File: config.mk
export PLATFORM = sky130hd
export DESIGN_NAME = path_element_splitter_unit
export DESIGN_NICKNAME = d
export VERILOG_FILES = /design/src/rtl/pes_pkg.sv /design/src/rtl/pes_parse.sv /design/src/rtl/path_element_splitter_unit.sv
export SDC_FILE = /design/constraint.sdc
export NUM_CORES = 1
export LEC_CHECK = 0
export BUFFER_PORTS_ARGS = -buffer_cell sky130_fd_sc_hd__buf_4
export CAP_MARGIN = 20
export CORE_MARGIN = 2
export CORE_UTILIZATION = 50
export CTS_CLUSTER_SIZE = 20
export DETAILED_ROUTE_END_ITERATION = 7
export HOLD_SLACK_MARGIN = 0.03
export MAX_ROUTING_LAYER = met4
export PLACE_DENSITY = 0.73
export SYNTH_ARGS = -nofsm -noshare
export SYNTH_HDL_FRONTEND = slang
export SYNTH_HIERARCHICAL = 1
export SYNTH_SLANG_ARGS = --single-unit
export TNS_END_PERCENT = 10
File: constraint.sdc
create_clock -name clk -period 3.29 [get_ports clk]
set_input_delay 0 -clock clk [delete_from_list [all_inputs] [get_ports clk]]
set_output_delay 0 -clock clk [all_outputs]
set_load 0.05 [all_outputs]
File: src/rtl/pes_pkg.sv
// ----------------------------------------------------------------------------
// pes_pkg
// Shared types and constants of the path element splitter.
// ----------------------------------------------------------------------------
package pes_pkg;

	localparam int MAX_DEPTH_DEF = 32;
	localparam int MAX_LEN_DEF   = 4096;
	localparam int CHAR_W        = 16;
	localparam int STATUS_W      = 2;

	localparam logic [CHAR_W-1:0] CH_SQ_OPEN  = 16'h005B;
	localparam logic [CHAR_W-1:0] CH_CU_OPEN  = 16'h007B;
	localparam logic [CHAR_W-1:0] CH_SQ_CLOSE = 16'h005D;
	localparam logic [CHAR_W-1:0] CH_CU_CLOSE = 16'h007D;
	localparam logic [CHAR_W-1:0] CH_DOT      = 16'h002E;
	localparam logic [CHAR_W-1:0] CH_BSLASH   = 16'h005C;
	localparam logic [CHAR_W-1:0] CH_DQUOTE   = 16'h0022;
	localparam logic [CHAR_W-1:0] CH_SQUOTE   = 16'h0027;

	typedef enum logic [STATUS_W-1:0] {
		ST_OK       = 2'd0,
		ST_MISMATCH = 2'd1,
		ST_QUOTE    = 2'd2,
		ST_OVERFLOW = 2'd3
	} status_t;

endpackage

File: src/rtl/pes_parse.sv
// ----------------------------------------------------------------------------
// pes_parse
// Parser state (quotes, escapes, bracket stack, positions, latched error)
// and the per-character element decision.
// ----------------------------------------------------------------------------
module pes_parse #(
	parameter int MAX_DEPTH = pes_pkg::MAX_DEPTH_DEF,
	parameter int MAX_LEN   = pes_pkg::MAX_LEN_DEF,
	localparam int PW = $clog2(MAX_LEN),
	localparam int LW = PW + 1
) (
	input  logic                       clk,
	input  logic                       arst_n,
	input  logic                       step,
	input  logic [pes_pkg::CHAR_W-1:0] char_code,
	input  logic                       last_char,
	output logic                       element_valid,
	output logic [PW-1:0]              element_start,
	output logic [LW-1:0]              element_length,
	output pes_pkg::status_t           status
);
	import pes_pkg::*;

	localparam int DW = $clog2(MAX_DEPTH + 1);

	logic [MAX_DEPTH-1:0] stack_q, stack_d;
	logic [DW-1:0]        depth_q, depth_d;
	logic                 in_str_q, in_str_d;
	logic                 sq_q, sq_d;
	logic                 esc_q, esc_d;
	logic [PW-1:0]        pos_q, pos_d, pos_inc;
	logic [PW-1:0]        anchor_q, anchor_d;
	status_t              err_q, err_d;

	logic [MAX_DEPTH:0]   push_v, pop_v;
	logic [LW-1:0]        gap;
	logic                 is_open, is_close, want, dot_split;

	assign pos_inc = (pos_q == PW'(MAX_LEN - 1)) ? '0 : pos_q + 1'b1;
	assign gap     = (pos_q >= anchor_q) ? LW'(pos_q) - LW'(anchor_q)
	                                     : LW'(pos_q) + LW'(MAX_LEN) - LW'(anchor_q);
	assign is_open  = (char_code == CH_SQ_OPEN) || (char_code == CH_CU_OPEN);
	assign is_close = (char_code == CH_SQ_CLOSE) || (char_code == CH_CU_CLOSE);
	assign want     = (char_code == CH_CU_CLOSE);
	assign push_v   = {stack_q, (char_code == CH_CU_OPEN)};
	assign pop_v    = {1'b0, stack_q};

	always_comb begin
		stack_d   = stack_q;
		depth_d   = depth_q;
		in_str_d  = in_str_q;
		sq_d      = sq_q;
		esc_d     = esc_q;
		anchor_d  = anchor_q;
		err_d     = err_q;
		dot_split = 1'b0;
		if (err_q == ST_OK) begin
			if (esc_q) begin
				esc_d = 1'b0;
			end else if (in_str_q) begin
				if (char_code == CH_BSLASH) begin
					esc_d = 1'b1;
				end else if ((!sq_q && char_code == CH_DQUOTE) ||
				             (sq_q && char_code == CH_SQUOTE)) begin
					in_str_d = 1'b0;
				end
			end else if (char_code == CH_DQUOTE || char_code == CH_SQUOTE) begin
				sq_d     = (char_code == CH_SQUOTE);
				in_str_d = 1'b1;
			end else if (is_open) begin
				if (depth_q == DW'(MAX_DEPTH)) begin
					err_d = ST_OVERFLOW;
				end else begin
					stack_d = push_v[MAX_DEPTH-1:0];
					depth_d = depth_q + 1'b1;
				end
			end else if (is_close) begin
				if (depth_q == '0 || stack_q[0] != want) begin
					err_d = ST_MISMATCH;
				end else begin
					stack_d = pop_v[MAX_DEPTH:1];
					depth_d = depth_q - 1'b1;
				end
			end else if (depth_q == '0 && char_code == CH_DOT) begin
				dot_split = 1'b1;
				anchor_d  = pos_inc;
			end
		end
	end

	// result fields
	always_comb begin
		status         = err_d;
		element_valid  = dot_split;
		element_start  = anchor_q;
		element_length = gap;
		if (last_char) begin
			if (status == ST_OK) begin
				if (depth_d != '0) begin
					status = ST_MISMATCH;
				end else if (in_str_d) begin
					status = ST_QUOTE;
				end
			end
			if (status == ST_OK && !dot_split) begin
				element_valid  = 1'b1;
				element_length = gap + 1'b1;
			end
			if (status != ST_OK) begin
				element_valid = 1'b0;
			end
		end
		if (!element_valid) begin
			element_start  = '0;
			element_length = '0;
		end
	end

	assign pos_d = last_char ? '0 : pos_inc;

	always_ff @(posedge clk or negedge arst_n) begin
		if (!arst_n) begin
			depth_q  <= '0;
			in_str_q <= 1'b0;
			sq_q     <= 1'b0;
			esc_q    <= 1'b0;
			pos_q    <= '0;
			anchor_q <= '0;
			err_q    <= ST_OK;
		end else if (step) begin
			if (last_char) begin
				depth_q  <= '0;
				in_str_q <= 1'b0;
				sq_q     <= 1'b0;
				esc_q    <= 1'b0;
				anchor_q <= '0;
				err_q    <= ST_OK;
			end else begin
				depth_q  <= depth_d;
				in_str_q <= in_str_d;
				sq_q     <= sq_d;
				esc_q    <= esc_d;
				anchor_q <= anchor_d;
				err_q    <= err_d;
			end
			pos_q <= pos_d;
		end
	end

	// bracket stack, top of stack in bit zero
	always_ff @(posedge clk) begin
		if (step) begin
			stack_q <= stack_d;
		end
	end

	a_depth_range: assert property (@(posedge clk) disable iff (!arst_n)
		depth_q <= DW'(MAX_DEPTH))
		else $error("bracket depth beyond limit");

	a_err_sticky: assert property (@(posedge clk) disable iff (!arst_n)
		step && !last_char && err_q != ST_OK |=> err_q == $past(err_q))
		else $error("latched error changed before end of path");

	a_end_clears: assert property (@(posedge clk) disable iff (!arst_n)
		step && last_char |=> depth_q == '0 && err_q == ST_OK && pos_q == '0)
		else $error("state not cleared after last character");

endmodule

File: src/rtl/path_element_splitter_unit.sv
// ----------------------------------------------------------------------------
// path_element_splitter_unit
// Splits a streamed path string into elements at top-level dots.
// ----------------------------------------------------------------------------
// One character enters per cycle while the output is not stalled and gives
// exactly one result. A character is held in an input register, runs
// combinationally through the parser and lands in the output register, so
// a new character is taken in every cycle while the result side keeps up.
// The parser state (quote and escape flags, bracket stack as a
// shift line, position, element anchor, latched error) updates once per
// character, and that update sets the rate. After the last character of a
// path all state but the bracket stack bits returns to its reset values.
module path_element_splitter_unit #(
	parameter int MAX_DEPTH = pes_pkg::MAX_DEPTH_DEF,
	parameter int MAX_LEN   = pes_pkg::MAX_LEN_DEF,
	localparam int PW  = $clog2(MAX_LEN),
	localparam int LW  = PW + 1,
	localparam int OW  = 1 + PW + LW + pes_pkg::STATUS_W,
	localparam int ODW = ((OW + 7) / 8) * 8
) (
	input  logic                       clk,
	input  logic                       arst_n,
	input  logic                       s_axis_tvalid,
	output logic                       s_axis_tready,
	input  logic [pes_pkg::CHAR_W-1:0] s_axis_tdata,  // char_code
	input  logic                       s_axis_tlast,  // last_char
	output logic                       m_axis_tvalid,
	input  logic                       m_axis_tready,
	output logic [ODW-1:0]             m_axis_tdata,  // element_valid, element_start,
	                                                  // element_length, status, zero fill
	output logic                       m_axis_tlast   // path_done
);
	import pes_pkg::*;

	logic                 vld_s1, vld_s2;
	logic [CHAR_W-1:0]    char_s1;
	logic                 last_s1, last_s2;
	logic                 ev_s2;
	logic [PW-1:0]        start_s2;
	logic [LW-1:0]        len_s2;
	status_t              status_s2;

	logic                 advance, step;
	logic                 ev_c;
	logic [PW-1:0]        start_c;
	logic [LW-1:0]        len_c;
	status_t              status_c;

	assign advance       = !vld_s2 || m_axis_tready;
	assign step          = vld_s1 && advance;
	assign s_axis_tready = !vld_s1 || advance;

	pes_parse #(
		.MAX_DEPTH (MAX_DEPTH),
		.MAX_LEN   (MAX_LEN)
	) u_parse (
		.clk            (clk),
		.arst_n         (arst_n),
		.step           (step),
		.char_code      (char_s1),
		.last_char      (last_s1),
		.element_valid  (ev_c),
		.element_start  (start_c),
		.element_length (len_c),
		.status         (status_c)
	);

	// input register
	always_ff @(posedge clk or negedge arst_n) begin
		if (!arst_n) begin
			vld_s1 <= 1'b0;
		end else if (s_axis_tready) begin
			vld_s1 <= s_axis_tvalid;
		end
	end

	always_ff @(posedge clk) begin
		if (s_axis_tready && s_axis_tvalid) begin
			char_s1 <= s_axis_tdata;
			last_s1 <= s_axis_tlast;
		end
	end

	// result register
	always_ff @(posedge clk or negedge arst_n) begin
		if (!arst_n) begin
			vld_s2 <= 1'b0;
		end else if (advance) begin
			vld_s2 <= vld_s1;
		end
	end

	always_ff @(posedge clk) begin
		if (step) begin
			ev_s2     <= ev_c;
			start_s2  <= start_c;
			len_s2    <= len_c;
			status_s2 <= status_c;
			last_s2   <= last_s1;
		end
	end

	assign m_axis_tvalid = vld_s2;
	assign m_axis_tlast  = last_s2;
	assign m_axis_tdata  = ODW'({status_s2, len_s2, start_s2, ev_s2});

	a_hold_s1: assert property (@(posedge clk) disable iff (!arst_n)
		vld_s1 && !step |=> vld_s1 && $stable(char_s1) && $stable(last_s1))
		else $error("pending request lost in input register");

	a_elem_ok: assert property (@(posedge clk) disable iff (!arst_n)
		vld_s2 && ev_s2 |-> status_s2 == ST_OK)
		else $error("element given out with an error status");

	a_elem_zero: assert property (@(posedge clk) disable iff (!arst_n)
		vld_s2 && !ev_s2 |-> start_s2 == '0 && len_s2 == '0)
		else $error("start or length set without an element");

	a_len_range: assert property (@(posedge clk) disable iff (!arst_n)
		vld_s2 |-> len_s2 <= LW'(MAX_LEN))
		else $error("element length beyond limit");

endmodule
## After elaboration in Yosys (flattened, before gate mapping)

Cells that the tools add are included.

- Logic and storage cells: 144
- Output and inout port bits: 35
- Register bits after elaboration: 115

- Bitwise gates (word level): 3
- Reductions and logical operators: 31
- Magnitude comparators: 1
- Mux-type cells: 67
- Equal/unequal tests: 18
- Add/subtract/negate cells: 7

Operator list:

| operator | number |
|---|---|
| two-way mux 32 bit | 4 |
| two-way mux 12 bit | 10 |
| == test 16 x 7 -> 1 bit (second input constant) | 5 |
| two-way mux 6 bit | 9 |
| == test 16 x 6 -> 1 bit (second input constant) | 3 |
| two-way mux 13 bit | 3 |
| two-way mux 2 bit | 14 |
| two-way mux 1 bit | 27 |
| AND reduction 8 bit | 2 |
| adder 12 x 13 -> 13 bit (second input constant) | 1 |
| adder 13 x 1 -> 13 bit (second input constant) | 1 |
| subtractor 12 x 12 -> 13 bit | 1 |
| subtractor 13 x 12 -> 13 bit | 1 |
| adder 12 x 1 -> 12 bit (second input constant) | 1 |
| == test 12 bit (second input constant) | 1 |
| >= comparator 12 bit | 1 |
| != test 2 bit (second input constant) | 6 |
| nonzero test 2 bit | 5 |
| logical OR 1 bit | 7 |
| adder 6 x 1 -> 6 bit (second input constant) | 1 |
| == test 6 bit (second input constant) | 1 |
| logical AND 1 bit | 6 |
| zero test 2 bit | 3 |
| zero test 6 bit | 1 |
| other kinds (8) | 13 |

## Longest topological paths before layout

- Depth in word-level cells: 19
- Depth in mapped cells: 13

## Hierarchy

The synthesis kept the hierarchy.

By module, submodules not included:

| module | times used | area an instance (um2) | seq. area each (um2) | cells each |
|---|---|---|---|---|
| pes_parse | 1 | 4,815.9 | 1,836.8 | 564 |
| path_element_splitter_unit | 1 | 1,526.5 | 1,431.4 | 60 |

## Least setup slack after synthesis

Ideal clock, no wire load.

- Path kind: register to register
- Start point: register vld_s2 (netlist: m_axis_tvalid)
- End point: register u_parse.depth_q[0]
- Path buffers: 1
- Required time: 3.204 ns
- Slack: -0.649 ns
- Setup time: 0.086 ns
- Period minus slack after synthesis: 3.939 ns
- Data arrival time: 3.853 ns
- Stages on the path, launching flop included: 8
- Path through: dfrtp_1 nand2b_1 and2_1 clkbuf_1 clkinv_1 nor2_1 mux2i_1 o22ai_1

- Cells in the longest elaborated chain, start to end: 3

RTL lines:

| element | RTL line | text |
|---|---|---|
| start, declared | path_element_splitter_unit.sv:35 | `logic vld_s1, vld_s2;` |
| start signal, assigned | path_element_splitter_unit.sv:89 | `vld_s2 <= vld_s1;` |
| zero test 1 bit | path_element_splitter_unit.sv:49 | `assign advance = !vld_s2 \|\| m_axis_tready;` |
| logical OR 1 bit | path_element_splitter_unit.sv:49 |  |
| logical AND 1 bit | path_element_splitter_unit.sv:50 | `assign step = vld_s1 && advance;` |
| via step | path_element_splitter_unit.sv:43 | `logic advance, step;` |
| end signal, assigned | pes_parse.sv:139 | `depth_q <= depth_d;` |
| end, declared | pes_parse.sv:27 | `logic [DW-1:0] depth_q, depth_d;` |

The timed path passes the listed nets, and every way through them passes these cells.
A chain may end at the register's enable or synchronous reset.

## Worst setup path in the final report

- Start point: register char_s1[4]
- End point: register len_s2[6] (data pin)

- Cells in the longest elaborated chain, start to end: 19
- Elaborated cells between the ends (all ways): 59

RTL lines:

| element | RTL line | text |
|---|---|---|
| start, declared | path_element_splitter_unit.sv:36 | `logic [CHAR_W-1:0] char_s1;` |
| start signal, assigned | path_element_splitter_unit.sv:79 | `char_s1 <= s_axis_tdata;` |
| == test 16 x 7 -> 1 bit | pes_parse.sv:43, pes_parse.sv:44 |  |
| != test 1 bit | pes_parse.sv:78 | `if (depth_q == '0 \|\| stack_q[0] != want) begin` |
| logical OR 1 bit | pes_parse.sv:78 |  |
| two-way mux 6 bit / two-way mux 2 bit (equally long branches) | pes_parse.sv:78 |  |
| two-way mux 6 bit / two-way mux 2 bit (equally long branches) | pes_parse.sv:77 | `end else if (is_close) begin` |
| two-way mux 6 bit / two-way mux 2 bit (equally long branches) | pes_parse.sv:70 | `end else if (is_open) begin` |
| two-way mux 6 bit / two-way mux 2 bit (equally long branches) | pes_parse.sv:67 | `end else if (char_code == CH_DQUOTE \|\| char_code == CH_SQUOTE) begin` |
| two-way mux 6 bit / two-way mux 2 bit (equally long branches) | pes_parse.sv:60 | `end else if (in_str_q) begin` |
| (+3 left out) | n/a |  |
| two-way mux 2 bit | pes_parse.sv:99 | `if (depth_d != '0) begin` |
| two-way mux 2 bit | pes_parse.sv:98 | `if (status == ST_OK) begin` |
| two-way mux 2 bit | pes_parse.sv:97 | `if (last_char) begin` |
| zero test 2 bit | pes_parse.sv:105 | `if (status == ST_OK && !dot_split) begin` |
| logical AND 1 bit | pes_parse.sv:105 |  |
| two-way mux 1 bit | pes_parse.sv:105 |  |
| two-way mux 1 bit | pes_parse.sv:109 | `if (status != ST_OK) begin` |
| two-way mux 1 bit | pes_parse.sv:97 |  |
| end signal, assigned | path_element_splitter_unit.sv:97 | `len_s2 <= len_c;` |
| end, declared | path_element_splitter_unit.sv:40 | `logic [LW-1:0] len_s2;` |

Several ways; a longest one is shown, not always the timed one. The select of a mux whose other input is x is not followed.

==> flow_summary_export.csv <==
group,metric,value,unit
outcome,status,"finished, final reports clean",
place,place.gp.congestion,0.929,
clock_network,cts-buffers-inserted,17,
floorplanning,die_y,117,um
synthesis,synth_edf_count,78,
sta,setup_ws,0.167,ns
synthesis,synth_area_per_cell,10.2,um^2
critical_path,critical_path_required,3.45,ns
pwr,fin_total_pwr,4.68,mW
layout,antenna_cells,0,
synthesis,ys_ff_latch,115,
routing,dr.pass1.iters,5,
sta,hold_viol,0,
pwr,clkPwrFrac,36.5,%
clock_network,clock_sinks,115,
place,io_buffers,51,
global_route,antenna_found_initial,0,
place,hpwlAfterDp,9520,um
synthesis,netlist.top_cell.by_area,"edfxtp_1",
critical_path,path_class,"reg -> reg",
synthesis,synth_cell_types,78,
sta,slew_headroom,56.6,%
job,max_cap_violations,0,
pwr,vdd_drop_max,0.404,mV
sta,tightest_slew,0.645,ns
sta,fin_crit,3.12,ns
clock_network,cts_tree,"built",
synthesis,synth_area,0.00634,mm^2
routing,routed_wl,13500,um
worst_hold_path,worst_hold_path_type,"in -> async",
routing,dr.first_iter.drc_count,398,
sta,fmax,320,MHz
clock_network,clockBufferDepth,2,
routing,drc,0,
critical_path,cp-end-kind,"register",
critical_path,critPathArrivalTime,3.28,ns
synthesis,synthFlopType,"edfxtp_1",
floorplanning,io_pins,56,
critical_path,start_kind,"register",
clock_network,cts.clk_slew.worst_paths,0.05,ns
pwr,internal-power,3.26,mW
clock_network,clkLatencyLatePin,0.42,ns
floorplanning,design.core.area,0.0125,mm^2
pwr,p_switching,1.43,mW
sta,slew_violations,0,
critical_path,critical_path.startpoint,"char_s1[4]",
place,placed_area,0.00703,mm^2
synthesis,async_flop_share,32.2,%
pwr,leakage,3.20,nW
floorplanning,rows,41,
pwr,seqPwrFrac,36.6,%
routing,viasPerCell,5.45,
pwr,power_density,591,mW/mm^2
synthesis,synth_top_cell_area_share,36.9,%
global_route,track_usage,22.3,%
critical_path,reg2reg_from,"char_s1[4]",
sta,finalCritPeriodShare,94.9,%
layout,final_layout_size_suffix_gt1_share,21.0,%
floorplanning,start_util,50.7,%
global_route,grt_pass1_vias,4890,
critical_path,path_max_fanout,6,
global_route,gr-total-overflow,0,
sta,setup_viol,0,
pwr,swShare,30.5,%
floorplanning,dieWidth,117,um
routing,routed_wire_length_per_instance,14.9,um
routing,vias,4928,
synthesis,ys_warn_count,6,
clock_network,cts_root_buf,"clkbuf_16",
layout,fin_nets,759,
place,place_ws,-0.0140,ns
global_route,grt_max_degree,38,
clock_network,htree_levels,4,
sta,fin_worst_skew,0.0116,ns
synthesis,syn_inst,624,
synthesis,yosysSeqAreaShare,51.5,%
synthesis,synthTopCellsByArea,"edfxtp_1 (37%), dfrtp_1 (15%), nand2_1 (8.5%)",
layout,area_growth,24.9,%
pwr,comb_power_share,26.9,%
global_route,grt_pass1_wl,22800,um
floorplanning,die_area,0.0136,mm^2
layout,fin_util,63.3,%
layout,design_area,0.00792,mm^2
routing,ant_nets,0,
worst max-delay path, stage by stage (launching register included):
cell,delay (ns)
edfxtp_1,0.45
nor4bb_2,0.36
and4_4,0.33
mux2i_1,0.28
nor2_1,0.14
or4b_4,0.58
nand4b_4,0.23
nor3_1,0.28
xnor2_1,0.16
nor2_1,0.06
worst paths after layout:
check | cells past startpoint | endpoint | slack, ns
max | 9 | len_s2[6] | 0.17
min | 2 | u_parse/pos_q[9] | 0.09
max reg2reg | 9 | len_s2[6] | 0.17
min reg2reg | 2 | u_parse/anchor_q[5] | 0.48
max in group asynchronous | 2 | u_parse/depth_q[5] | 2.86
min in group clk | 2 | char_s1[11] | 0.31
metrics by stage:
step	instances	setup TNS, ns	hold WS, ns
floorplan	627	0	-0.296
global placement	849	0	-0.00730
detailed placement	849	-0.0140	-0.00681
CTS	902	0	0.0868
global route	905	-0.00413	0.143
finish	905	0	0.0883
layer usage:
| layer | GRT usage (%) | wire (um) |
|---|---|---|
| met1 | 26.0 | 5750 |
| met2 | 36.2 | 6840 |
| met3 | 6.54 | 611 |
| met4 | 9.02 | 299 |
| met5 | - | 0 |
cell usage in the layout (no fill, tap or decap), drive strengths merged, types with 3 or more instances in the layout:
master / n
mux2i: 7
conb: 4
o31ai: 11
nor2: 41
and3: 14
a21o: 9
xor2: 4
nand3b: 6
o2111ai: 4
o22ai: 7
o21ai: 27
dfrtp: 37
nor3: 11
clkbuf: 25
xnor2: 23
a21bo: 3
inv: 26
nor4: 10
nor2b: 5
a31o: 3
buf: 79
nand2b: 6
dlygate4sd3: 21
a211oi: 4
nand4: 9
nand2: 144
a21oi: 24
nor4b: 4
ha: 17
nand3: 14
and2: 8
o2bb2ai: 3
edfxtp: 78
clkinv: 7
and4: 5
repair_timing:
item	CTS	global route
hold buffers	21	0
resized for setup	1	19
setup endpoints to repair	1	26
setup buffers	0	3
pin swaps	0	7
endpoints found under the hold margin	56	0
kinds of logic (layout without fill, tap and decap cells):
kind of cell / count (synthesis) / after routing / synth area share, %
AO/OA/AOI/OAI: 110 / 110 / 12.4
XOR/XNOR: 27 / 27 / 3.73
adder cells (fa/ha/maj): 18 / 18 / 3.67
buffers and inverters: 53 / 159 / 3.71
flip-flops: 115 / 115 / 51.5
multiplexers: 8 / 8 / 1.28
other: 1 / 4 / 0.0591
AND/OR/NAND/NOR: 292 / 292 / 23.6
synth_stat cells, types with 14 or more instances:
| library cell | number |
|---|---|
| a21oi_1 | 22 |
| and3_1 | 14 |
| clkbuf_1 | 14 |
| dfrtp_1 | 37 |
| edfxtp_1 | 78 |
| ha_1 | 17 |
| inv_1 | 26 |
| nand2_1 | 144 |
| nand3_1 | 14 |
| nor2_1 | 39 |
| o21ai_0 | 25 |
| xnor2_1 | 23 |
flip-flops by register name (all words and copies together), names as in the netlist:
register and flops:
u_parse/esc_q 1, u_parse/stack_q 32, m_axis_tvalid 1, u_parse/depth_q 6, u_parse/anchor_q 12, ev_s2 1, u_parse/in_str_q 1, len_s2 13
m_axis_tlast 1, last_s1 1, status_s2 2, vld_s1 1, u_parse/pos_q 12, char_s1 16, start_s2 12, u_parse/err_q 2
u_parse/sq_q 1
power by group through the flow:
| stage | clock, mW | sequential (mW) | combinational, mW |
|---|---|---|---|
| after floorplan | 0 | 1.82 | 0.776 |
| after global placement | 0 | 1.74 | 1.14 |
| after detailed placement | 0 | 1.74 | 1.17 |
| after CTS | 1.74 | 1.71 | 1.19 |
| after global routing | 1.81 | 1.72 | 1.38 |
| final | 1.71 | 1.71 | 1.26 |
layout make-up:
cell class,count,area [um^2]
repair buffers,100,816
multi-input cells,459,2950
clock buffers,25,517
flip-flops and latches,115,3270
inverters,27,101
fillers,1022,4600
well taps,172,215
clock inverters,7,48.8
(Power assumes the default switching activity.)
